`src/rtl/ccse_pkg.sv`:
```
// ----------------------------------------------------------------------------
// ccse_pkg
// shared types, codes and lookup functions of the cell contour segment
// extractor
// ----------------------------------------------------------------------------
package ccse_pkg;

   localparam int CW = 20;
   localparam logic [CW-1:0] COORD_MAX = 20'hFFFFF;

   localparam logic [1:0] FACE_XY = 2'd0;
   localparam logic [1:0] FACE_YZ = 2'd1;
   localparam logic [1:0] FACE_ZX = 2'd2;
   localparam logic [2:0][1:0] FACE_CODES = {FACE_ZX, FACE_YZ, FACE_XY};

   typedef struct packed {
      logic       hit;
      logic [1:0] e0;
      logic [1:0] e1;
   } edge_pair_type;

   typedef struct packed {
      logic [1:0]    face;
      logic [CW-1:0] z1;
      logic [CW-1:0] y1;
      logic [CW-1:0] x1;
      logic [CW-1:0] z0;
      logic [CW-1:0] y0;
      logic [CW-1:0] x0;
   } seg_type;

   // crossed edges per inside mask
   function automatic edge_pair_type edge_lookup(input logic [3:0] mask);
      edge_pair_type p;
      p = '0;
      unique case (mask)
         4'd1, 4'd14:  p = '{hit: 1'b1, e0: 2'd0, e1: 2'd3};
         4'd2, 4'd13:  p = '{hit: 1'b1, e0: 2'd0, e1: 2'd1};
         4'd3, 4'd12:  p = '{hit: 1'b1, e0: 2'd1, e1: 2'd3};
         4'd4, 4'd11:  p = '{hit: 1'b1, e0: 2'd1, e1: 2'd2};
         4'd6, 4'd9:   p = '{hit: 1'b1, e0: 2'd0, e1: 2'd2};
         4'd7, 4'd8:   p = '{hit: 1'b1, e0: 2'd2, e1: 2'd3};
         default:      p = '0;
      endcase
      return p;
   endfunction

   // index of face corner into the seven corner densities
   // 0:000 1:100 2:110 3:010 4:011 5:001 6:101
   function automatic logic [2:0] face_corner(input logic [1:0] face, input logic [1:0] c);
      logic [2:0] idx;
      idx = 3'd0;
      unique case (face)
         FACE_XY: idx = {1'b0, c};
         FACE_YZ: begin
            unique case (c)
               2'd0:    idx = 3'd0;
               2'd1:    idx = 3'd3;
               2'd2:    idx = 3'd4;
               default: idx = 3'd5;
            endcase
         end
         FACE_ZX: begin
            unique case (c)
               2'd0:    idx = 3'd0;
               2'd1:    idx = 3'd5;
               2'd2:    idx = 3'd6;
               default: idx = 3'd1;
            endcase
         end
         default: idx = 3'd0;
      endcase
      return idx;
   endfunction

   // corner offset as {z, y, x}
   function automatic logic [2:0] corner_offset(input logic [1:0] face, input logic [1:0] c);
      logic [2:0] off;
      off = 3'b000;
      unique case (face)
         FACE_XY: begin
            unique case (c)
               2'd0:    off = 3'b000;
               2'd1:    off = 3'b001;
               2'd2:    off = 3'b011;
               default: off = 3'b010;
            endcase
         end
         FACE_YZ: begin
            unique case (c)
               2'd0:    off = 3'b000;
               2'd1:    off = 3'b010;
               2'd2:    off = 3'b110;
               default: off = 3'b100;
            endcase
         end
         FACE_ZX: begin
            unique case (c)
               2'd0:    off = 3'b000;
               2'd1:    off = 3'b100;
               2'd2:    off = 3'b101;
               default: off = 3'b001;
            endcase
         end
         default: off = 3'b000;
      endcase
      return off;
   endfunction

endpackage

```
`src/rtl/cell_contour_segment_extractor_top.sv`:
```
// ----------------------------------------------------------------------------
// cell_contour_segment_extractor_top
// marching squares on the XY, YZ and ZX faces of one grid cell per beat,
// at most one line segment per face with interpolated endpoints
//
//   channel  dir  fields
//   req_     in   cell_x, cell_y, cell_z, seven corner densities
//   rsp_     out  segment endpoints, face in tuser, last segment in tlast
//   csr_     in   iso level write
//
// a beat may enter every cycle while req_tready is high; req_tready drops
// while segments stay in the cell buffer after the current pop. the path runs
// decode, divider stages, cell buffer, output register; a cell's segments
// leave one after another through the single result port. reset clears all
// valid bits and sets the iso level to 128. a stall on rsp_ freezes the
// pipeline once the cell buffer holds segments; nothing is dropped or repeated.
// ----------------------------------------------------------------------------
module cell_contour_segment_extractor_top
   import ccse_pkg::*;
#(
   parameter int GRID_DIM  = 256,
   parameter int FRAC_BITS = 12
) (
   input  logic         clock,
   input  logic         reset,
   input  logic         req_tvalid,
   output logic         req_tready,
   // cell_x, cell_y, cell_z, corner_000, corner_100, corner_110, corner_010,
   // corner_011, corner_001, corner_101
   input  logic [79:0]  req_tdata,
   output logic         rsp_tvalid,
   input  logic         rsp_tready,
   // seg_x0, seg_y0, seg_z0, seg_x1, seg_y1, seg_z1
   output logic [119:0] rsp_tdata,
   // face_plane
   output logic [1:0]   rsp_tuser,
   output logic         rsp_tlast,
   input  logic         csr_wr_en,
   input  logic [7:0]   csr_wr_data
);

   localparam int QW        = FRAC_BITS + 1;
   localparam int DIV_STEPS = 4;
   localparam int NSTG      = (QW + DIV_STEPS - 1) / DIV_STEPS;
   localparam int VW        = FRAC_BITS + 10;
   localparam int SW        = (VW > CW + 1) ? VW : CW + 1;
   localparam logic [12:0] GRID_LIM = 13'(GRID_DIM - 1);

   typedef struct packed {
      logic [8:0]    rem;
      logic [7:0]    den;
      logic [QW-1:0] quot;
      logic [2:0]    off0;
      logic [2:0]    off1;
   } edge_work_type;

   typedef struct packed {
      logic [2:0][7:0]         base;
      logic [2:0]              face_ok;
      edge_work_type [5:0]     edges;
   } stage_type;

   function automatic logic [CW-1:0] edge_coord(input logic [7:0] base, input logic o0,
                                                input logic o1, input logic [QW-1:0] frac);
      logic [SW-1:0] v;
      logic [SW-1:0] fr;
      v  = SW'({1'b0, base} + 9'(o0)) << FRAC_BITS;
      fr = SW'(frac);
      if (o1 && !o0) begin
         v = v + fr;
      end else if (o0 && !o1) begin
         v = (v >= fr) ? v - fr : '0;
      end
      return (v > SW'(COORD_MAX)) ? COORD_MAX : v[CW-1:0];
   endfunction

   logic [7:0]      iso_level_ff;
   stage_type       dec;
   stage_type       pipe_in [NSTG+1];
   stage_type       pipe_ff [NSTG+1];
   logic [NSTG:0]   vld_in;
   logic [NSTG:0]   vld_ff;
   logic            adv;

   logic [2:0]      hold_mask_in;
   logic [2:0]      hold_mask_ff;
   seg_type         hold_seg_in [3];
   seg_type         hold_seg_ff [3];
   logic [2:0]      mask_after;
   logic [2:0]      pop_hot;
   logic [1:0]      pop_sel;
   logic            rsp_load;

   logic            rsp_tvalid_in;
   logic            rsp_tvalid_ff;
   logic            rsp_last_in;
   logic            rsp_last_ff;
   seg_type         rsp_seg_in;
   seg_type         rsp_seg_ff;

   // iso level register
   always_ff @(posedge clock) begin
      if (reset) begin
         iso_level_ff <= 8'd128;
      end else if (csr_wr_en) begin
         iso_level_ff <= csr_wr_data;
      end
   end

   // decode: masks, crossed edges, divider operands
   always_comb begin
      logic [6:0][7:0] corner;
      logic [3:0][7:0] val;
      logic [3:0]      mask;
      edge_pair_type   pair;
      logic [1:0]      e;
      logic [1:0]      c1;
      logic [7:0]      d0;
      logic [7:0]      d1;
      logic [7:0]      num;
      logic [7:0]      den;
      logic [1:0]      den_ok;
      logic            in_grid;
      corner  = req_tdata[79:24];
      dec     = '0;
      val     = '0;
      mask    = '0;
      den_ok  = '0;
      in_grid = ({5'b0, req_tdata[7:0]} < GRID_LIM) &&
                ({5'b0, req_tdata[15:8]} < GRID_LIM) &&
                ({5'b0, req_tdata[23:16]} < GRID_LIM);
      dec.base[0] = req_tdata[7:0];
      dec.base[1] = req_tdata[15:8];
      dec.base[2] = req_tdata[23:16];
      for (int f = 0; f < 3; f++) begin
         for (int i = 0; i < 4; i++) begin
            val[i]  = corner[face_corner(FACE_CODES[f], 2'(i))];
            mask[i] = val[i] > iso_level_ff;
         end
         pair = edge_lookup(mask);
         for (int s = 0; s < 2; s++) begin
            e   = (s == 0) ? pair.e0 : pair.e1;
            c1  = e + 2'd1;
            d0  = val[e];
            d1  = val[c1];
            num = (iso_level_ff >= d0) ? iso_level_ff - d0 : d0 - iso_level_ff;
            den = (d1 >= d0) ? d1 - d0 : d0 - d1;
            dec.edges[2*f+s].rem  = {1'b0, num};
            dec.edges[2*f+s].den  = den;
            dec.edges[2*f+s].quot = '0;
            dec.edges[2*f+s].off0 = corner_offset(FACE_CODES[f], e);
            dec.edges[2*f+s].off1 = corner_offset(FACE_CODES[f], c1);
            den_ok[s] = den != 8'd0;
         end
         dec.face_ok[f] = pair.hit && den_ok[0] && den_ok[1] && in_grid;
      end
   end

   assign pipe_in[0] = dec;

   // restoring divider, DIV_STEPS quotient bits per stage
   for (genvar st = 0; st < NSTG; st++) begin : g_div
      always_comb begin
         logic       ge;
         logic [8:0] sub;
         logic [7:0] rem8;
         pipe_in[st+1] = pipe_ff[st];
         for (int k = 0; k < 6; k++) begin
            for (int j = 0; j < DIV_STEPS; j++) begin
               if (st * DIV_STEPS + j < QW) begin
                  ge   = pipe_in[st+1].edges[k].rem >= {1'b0, pipe_in[st+1].edges[k].den};
                  sub  = pipe_in[st+1].edges[k].rem - {1'b0, pipe_in[st+1].edges[k].den};
                  rem8 = ge ? sub[7:0] : pipe_in[st+1].edges[k].rem[7:0];
                  pipe_in[st+1].edges[k].quot = {pipe_in[st+1].edges[k].quot[QW-2:0], ge};
                  pipe_in[st+1].edges[k].rem  = {rem8, 1'b0};
               end
            end
         end
      end
   end

   assign vld_in = {vld_ff[NSTG-1:0], req_tvalid};

   always_ff @(posedge clock) begin
      if (reset) begin
         vld_ff <= '0;
      end else if (adv) begin
         vld_ff <= vld_in;
      end
   end

   always_ff @(posedge clock) begin
      if (adv) begin
         for (int st = 0; st <= NSTG; st++) begin
            pipe_ff[st] <= pipe_in[st];
         end
      end
   end

   // endpoint coordinates into the cell buffer
   always_comb begin
      edge_work_type w0;
      edge_work_type w1;
      for (int f = 0; f < 3; f++) begin
         w0 = pipe_ff[NSTG].edges[2*f];
         w1 = pipe_ff[NSTG].edges[2*f+1];
         hold_seg_in[f].face = FACE_CODES[f];
         hold_seg_in[f].x0 = edge_coord(pipe_ff[NSTG].base[0], w0.off0[0], w0.off1[0], w0.quot);
         hold_seg_in[f].y0 = edge_coord(pipe_ff[NSTG].base[1], w0.off0[1], w0.off1[1], w0.quot);
         hold_seg_in[f].z0 = edge_coord(pipe_ff[NSTG].base[2], w0.off0[2], w0.off1[2], w0.quot);
         hold_seg_in[f].x1 = edge_coord(pipe_ff[NSTG].base[0], w1.off0[0], w1.off1[0], w1.quot);
         hold_seg_in[f].y1 = edge_coord(pipe_ff[NSTG].base[1], w1.off0[1], w1.off1[1], w1.quot);
         hold_seg_in[f].z1 = edge_coord(pipe_ff[NSTG].base[2], w1.off0[2], w1.off1[2], w1.quot);
      end
   end

   // segment pop from the cell buffer
   always_comb begin
      pop_sel = 2'd0;
      pop_hot = 3'b000;
      priority if (hold_mask_ff[0]) begin
         pop_sel = 2'd0;
         pop_hot = 3'b001;
      end else if (hold_mask_ff[1]) begin
         pop_sel = 2'd1;
         pop_hot = 3'b010;
      end else if (hold_mask_ff[2]) begin
         pop_sel = 2'd2;
         pop_hot = 3'b100;
      end else begin
         pop_sel = 2'd0;
         pop_hot = 3'b000;
      end
   end

   assign rsp_load   = !rsp_tvalid_ff || rsp_tready;
   assign mask_after = rsp_load ? (hold_mask_ff & ~pop_hot) : hold_mask_ff;
   assign adv        = mask_after == 3'b000;
   assign req_tready = adv;

   assign hold_mask_in  = adv ? (vld_ff[NSTG] ? pipe_ff[NSTG].face_ok : 3'b000) : mask_after;
   assign rsp_tvalid_in = rsp_load ? (|hold_mask_ff) : rsp_tvalid_ff;
   assign rsp_last_in   = mask_after == 3'b000;
   assign rsp_seg_in    = hold_seg_ff[pop_sel];

   always_ff @(posedge clock) begin
      if (reset) begin
         hold_mask_ff  <= '0;
         rsp_tvalid_ff <= 1'b0;
      end else begin
         hold_mask_ff  <= hold_mask_in;
         rsp_tvalid_ff <= rsp_tvalid_in;
      end
   end

   always_ff @(posedge clock) begin
      if (adv) begin
         for (int f = 0; f < 3; f++) begin
            hold_seg_ff[f] <= hold_seg_in[f];
         end
      end
      if (rsp_load) begin
         rsp_seg_ff  <= rsp_seg_in;
         rsp_last_ff <= rsp_last_in;
      end
   end

   assign rsp_tvalid = rsp_tvalid_ff;
   assign rsp_tlast  = rsp_last_ff;
   assign rsp_tuser  = rsp_seg_ff.face;
   assign rsp_tdata  = {rsp_seg_ff.z1, rsp_seg_ff.y1, rsp_seg_ff.x1,
                        rsp_seg_ff.z0, rsp_seg_ff.y0, rsp_seg_ff.x0};

endmodule

```
`config.mk`:
```
export PLATFORM = sky130hd
export DESIGN_NAME = cell_contour_segment_extractor_top
export DESIGN_NICKNAME = d
export VERILOG_FILES = /design/src/rtl/ccse_pkg.sv /design/src/rtl/cell_contour_segment_extractor_top.sv
export SDC_FILE = /design/constraint.sdc
export NUM_CORES = 2
export LEC_CHECK = 0
export CAP_MARGIN = 30
export CORE_ASPECT_RATIO = 0.5
export CORE_UTILIZATION = 47
export DETAILED_ROUTE_END_ITERATION = 10
export DONT_BUFFER_PORTS = 1
export PLACE_DENSITY = 0.74
export SYNTH_ARGS = -nofsm -noshare
export SYNTH_HDL_FRONTEND = slang
export SYNTH_SLANG_ARGS = --single-unit
```
`constraint.sdc`:
```
create_clock -name clock -period 161.5 [get_ports clock]
set_input_delay 32.3 -clock clock [delete_from_list [all_inputs] [get_ports clock]]
set_output_delay 32.3 -clock clock [all_outputs]
set_load 0.01 [all_outputs]
```
# After elaboration in Yosys (flattened, before gate mapping)
# Memories as Yosys holds them, arrays and structs flattened. A register that Yosys moved wholly into a read port is not among the register bits.
# Index checks and enable logic that the tools add are counted.
dict set report totals {
  ff_bits 18
  ram_bits 1581
  mem_bits_ro 240
  input_bits 93
  output_inout_bits 125
  memories 5
}
dict set report classes {
  addsub 162
  magnitude_cmp 148
  n_eq_ne 24
  n_mux 209
  bitwise_logic 2
  reduce_logical 105
}
# memory depth word_bits rd rd_ports_with_merged_regs wr line
set mem_list {}
lappend mem_list {pipe_ff 5 243 5 0 5 cell_contour_segment_extractor_top.sv:80} ;# stage_type pipe_ff [NSTG+1];
lappend mem_list {hold_seg_ff 3 122 1 1 3 cell_contour_segment_extractor_top.sv:88} ;# seg_type hold_seg_ff [3];
lappend mem_list {{(no name shown)} 16 5 1 0 0 ccse_pkg.sv:36} ;# unique case (mask)
lappend mem_list {{(no name shown)} 16 5 1 0 0 ccse_pkg.sv:36}
lappend mem_list {{(no name shown)} 16 5 1 0 0 ccse_pkg.sv:36}
# operator count
set op_table {}
lappend op_table {{two-way mux 22 bit} 54}
lappend op_table {{two-way mux 8 bit} 102}
lappend op_table {{subtractor 8 bit} 102}
lappend op_table {{>= comparator 9 x 8 -> 1 bit} 78}
lappend op_table {{adder 21 x 13 -> 22 bit} 18}
lappend op_table {{> comparator 22 x 20 -> 1 bit (second input constant)} 18}
lappend op_table {{subtractor 21 x 13 -> 22 bit} 18}
lappend op_table {{>= comparator 21 x 13 -> 1 bit} 18}
lappend op_table {{two-way mux 20 bit} 18}
lappend op_table {{binary-select mux 8 bit (select 2 bit)} 12}
lappend op_table {{adder 8 x 1 -> 9 bit} 18}
lappend op_table {{>= comparator 8 bit} 12}
lappend op_table {{case mux 3 bit (3 select lines)} 8}
lappend op_table {{> comparator 8 bit} 7}
lappend op_table {{nonzero test 8 bit} 6}
lappend op_table {{logical AND 1 bit} 47}
lappend op_table {{logical NOT 1 bit} 37}
lappend op_table {{less-than comparator 2 x 3 -> 1 bit (second input constant)} 12}
lappend op_table {{== test 2 x 1 -> 1 bit (second input constant)} 12}
lappend op_table {{== test 2 bit (second input constant)} 12}
lappend op_table {{logical NOT 2 bit} 12}
lappend op_table {{less-than comparator 8 bit (second input constant)} 3}
lappend op_table {{case mux 2 bit (3 select lines)} 4}
lappend op_table {{two-way mux 3 bit} 6}
lappend op_table {{other kinds (8)} 16}

# Longest topological paths before layout
# An unclocked memory read counts as a cell.
dict set report depth {
  depth_word 11
  mapped_depth 41
  ltp_nobuf 38
}

# Least setup slack after synthesis
# Ideal clock, no wire load.
dict set report synth_path {
  path_type {input to output}
  startpoint {input port rsp_tready}
  endpoint {output port req_tready}
  t_arrival_ns 81.180
  required_ns 129.200
  slack_ns 48.020
  cell_stages 4
  n_path_buf 1
  path_cell_list {nor2b_1 -> clkbuf_1 -> maj3_1 -> o21ai_1}
}
dict set report synth_between {
  elab_chain_len 3
}
# element line
set synth_rtl {}
lappend synth_rtl {{start: declaration} cell_contour_segment_extractor_top.sv:32} ;# input logic rsp_tready,
lappend synth_rtl {{logical OR 1 bit} cell_contour_segment_extractor_top.sv:236} ;# assign rsp_load = !rsp_tvalid_ff || rsp_tready;
lappend synth_rtl {{two-way mux 3 bit} cell_contour_segment_extractor_top.sv:237} ;# assign mask_after = rsp_load ? (hold_mask_ff & ~pop_hot) : hold_mask_ff;
lappend synth_rtl {{logical NOT 3 bit} cell_contour_segment_extractor_top.sv:238} ;# assign adv = mask_after == 3'b000;
lappend synth_rtl {{end: declaration} cell_contour_segment_extractor_top.sv:27} ;# output logic req_tready,
# Every way passes these cells.

# Worst setup path after layout
# Ends and elaborated chain as after synthesis.

==> key figures <==
GRT
  – Vias in the first global route: slightly below 70000
  – Global-route usage over all layers: ~25%
  – Largest net degree at the start of global routing: 158
  – Grt total ovfl: 0
  – First-pass GRT wire length: 395000 um
  – Initial antenna violation count: 14

Timing
  – Period utilization: 40.7%
  – Count of final hold-check violations: 0
  – Relative slew slack: 30.3%
  – Slew at the pin closest to its max-slew limit: ~1.0 ns
  – Clock Skews: 0.0396 ns
  – Final setup fails: 0
  – Setup total negative slack: 0 ns
  – Minimum clock period: 65.79 ns
  – Peak Freq: ~15 MHz
  – Fin. max-slew vios: 0
  – RSZ-0062 raised after global routing: no

Setup path
  – CP peak stage delay: 0.54 ns
  – Slowest-stage cell, CP: o21ai_4
  – Register-to-register setup slack: 151.37 ns
  – Startpoint Class: input pin
  – Crit-path cells: nor2b_1 -> buf_4 -> maj3_1 -> o21ai_4
  – Critical path launch point: rsp_tready
  – Critical Path Fanout Max: 9
  – Critical Setup Path Class: in2out
  – R2R Path Start: pipe_ff[0][61]
  – Worst EP required: roughly 130 ns
  – CP Capture Type: primary output
  – Critical path arrival: 33.49 ns

Die
  – Core ar.: between 0.15 and 0.2 mm^2
  – Starting density of the core: around 48%
  – Die Height: 319 um
  – I/O Pins: 218
  – Die Area: between 0.2 and 0.25 mm^2
  – Row count: 115
  – Chip width: 636 um

Clocking
  – Max clock buf depth: 3
  – TritonCTS clock tree: done
  – Clk_lat worst skew: 0.77 ns
  – CTS root buf: clkbuf_16
  – Clk slew on worst S/H paths: 0.07 ns
  – Num CTS Buffers: 113
  – Post-CTS setup buffer count: 0
  – Post-CTS resize count: 0
  – Clk sink count: about 1200
  – H-tree depth: 3
  – CTS hold repair buffers: 0

Run status
  – Status: finished clean

Synth
  – Number of synthesized flops with an enable pin: 1218
  – YS warnings: 0
  – Sequential fraction of the synthesis area: 39.1%
  – Asr flop ratio synth: 0%
  – Syn_area_per_cell: 10.0 um^2
  – Syn nets: approximately 10000
  – Synthesized area: 0.0944 mm^2
  – Cells after Synth: 9404
  – Yosys reg bits: roughly 1200
  – Top_reg_cell synth: edfxtp_1
  – Yosys cell types: 132

Final layout
  – Commonest non-fill, non-tap cell in the layout: edfxtp_1
  – Layout area overhead: 7.10%
  – Layout cell share with drive strength beyond 1: under 10%
  – Nets: 10300
  – Most frequent cells in the layout: edfxtp_1, ha_1, nand2_1
  – Fin cells: 12000

Worst hold path
  – Worst Hold Launch: pipe_ff[0][817]
  – Hold WC Path Type: reg2reg

Detailed routing
  – Drt pass-1 iters: 7
  – Wirelength per Cell: 21.5 um
  – Vias: 73900
  – Number of vias per cell: 6.14
  – DR iter-0 viols: 7862
  – DRC violations left: 0
  – Post-DRT Antenna Nets: 0
  – WL final: 259000 um

Placed design
  – Post-DP HPWL: 199000 um
  – Placed cells: 11800
  – Placer Congestion: between 0.9 and 1
  – PortBufs: 0

Run
  – Max-cap violations: 0
## metal layers
| metal | GRT usage [%] | up-vias | wire length [um] |
|---|---|---|---|
| li1 | - | 35200 | - |
| met1 | 35.1 | 35400 | 117000 |
| met2 | 38.2 | 2788 | 112000 |
| met3 | 3.25 | 502 | 19800 |
| met5 | 0 | - | 0 |
| met4 | 9.14 | 0 | 10400 |
## flip-flops by register name, indices dropped and copies added, names as in the netlist
register      flops
rsp_tuser         2
hold_seg_ff     264
rsp_tdata       120
vld_ff            5
pipe_ff         831
rsp_tvalid        1
iso_level_ff      8
rsp_tlast         1
hold_mask_ff      3
## synth_stat cells, types with 94 or more instances
cell type	number	area share, %
and2_1	94	0.62
a21o_1	156	1.2
ha_1	896	12
xnor2_1	334	3.1
nor2b_1	194	1.3
nor3_1	228	1.2
o21a_1	173	1.4
clkbuf_1	210	0.83
mux2_2	289	3.4
nand3_1	242	1.3
a21oi_1	578	3.1
nor2_1	630	2.5
inv_1	525	2.1
xor2_1	188	1.7
nand2_1	720	2.9
edfxtp_1	1218	39
nand2b_1	166	1.1
mux2i_1	224	2.4
o21ai_0	598	3.2
## cells by family (layout without fill, tap and decap cells)
logic type                 after synthesis  count (layout)  synth area share [%]
AOI/OAI and AO/OA                     2498            2498                  17.7
xor gates and xnor gates               524             524                  4.88
adders and majority gates              948             948                  12.9
buffers and inverters                  849             838                  3.51
DFF                                   1235            1235                  39.1
muxes                                  579             579                  7.24
other                                    0               4                     0
and+or+nand+nor                       2771            2771                  14.6
## area by class of cell
| type | instances | area [um^2] |
|---|---|---|
| antenna | 4 | 10.0 |
| clock buffer | 129 | 2950 |
| clock inverter | 81 | 836 |
| fill | 17500 | 97000 |
| inverter | 543 | 2040 |
| multi-input combinational | 7320 | 54300 |
| sequential | 1235 | 36900 |
| tap | 2632 | 3290 |
| timing repair buffer | 85 | 766 |
## final timing paths
| path | endpoint | cells after the start |
|---|---|---|
| worst max-delay path | req_tready | 4 |
| worst max register to register | pipe_ff[0][309] | 33 |
| worst min-delay path | pipe_ff[0][1061] | 0 |
| worst min register to register | pipe_ff[0][1061] | 0 |
## metrics by stage
| step | cell area [um^2] | hold WS (ns) | util [%] | setup slack [ns] |
|---|---|---|---|---|
| finish | 101000 | 0.388 | 51.0 | 95.71 |
| global route | 101000 | 0.405 | 51.0 | 95.67 |
| CTS | 101000 | 0.384 | 51.0 | 95.67 |
| detailed placement | 97200 | 0.405 | 49.1 | 95.68 |
| global placement | 97100 | 0.401 | 49.0 | 95.67 |
| floorplan | 94400 | 0.400 | - | 48.02 |
## worst max-delay path: cells and delay by family
kind / cells / cell delay, ns
fa+ha+maj: 1 / 0.40
buf+inv: 1 / 0.19
compound gates: 1 / 0.54
simple gates: 1 / 0.05
Power is left out: the tool's default activity adds up to more than one toggle a clock period on the data nets, which glitch-free logic cannot reach.
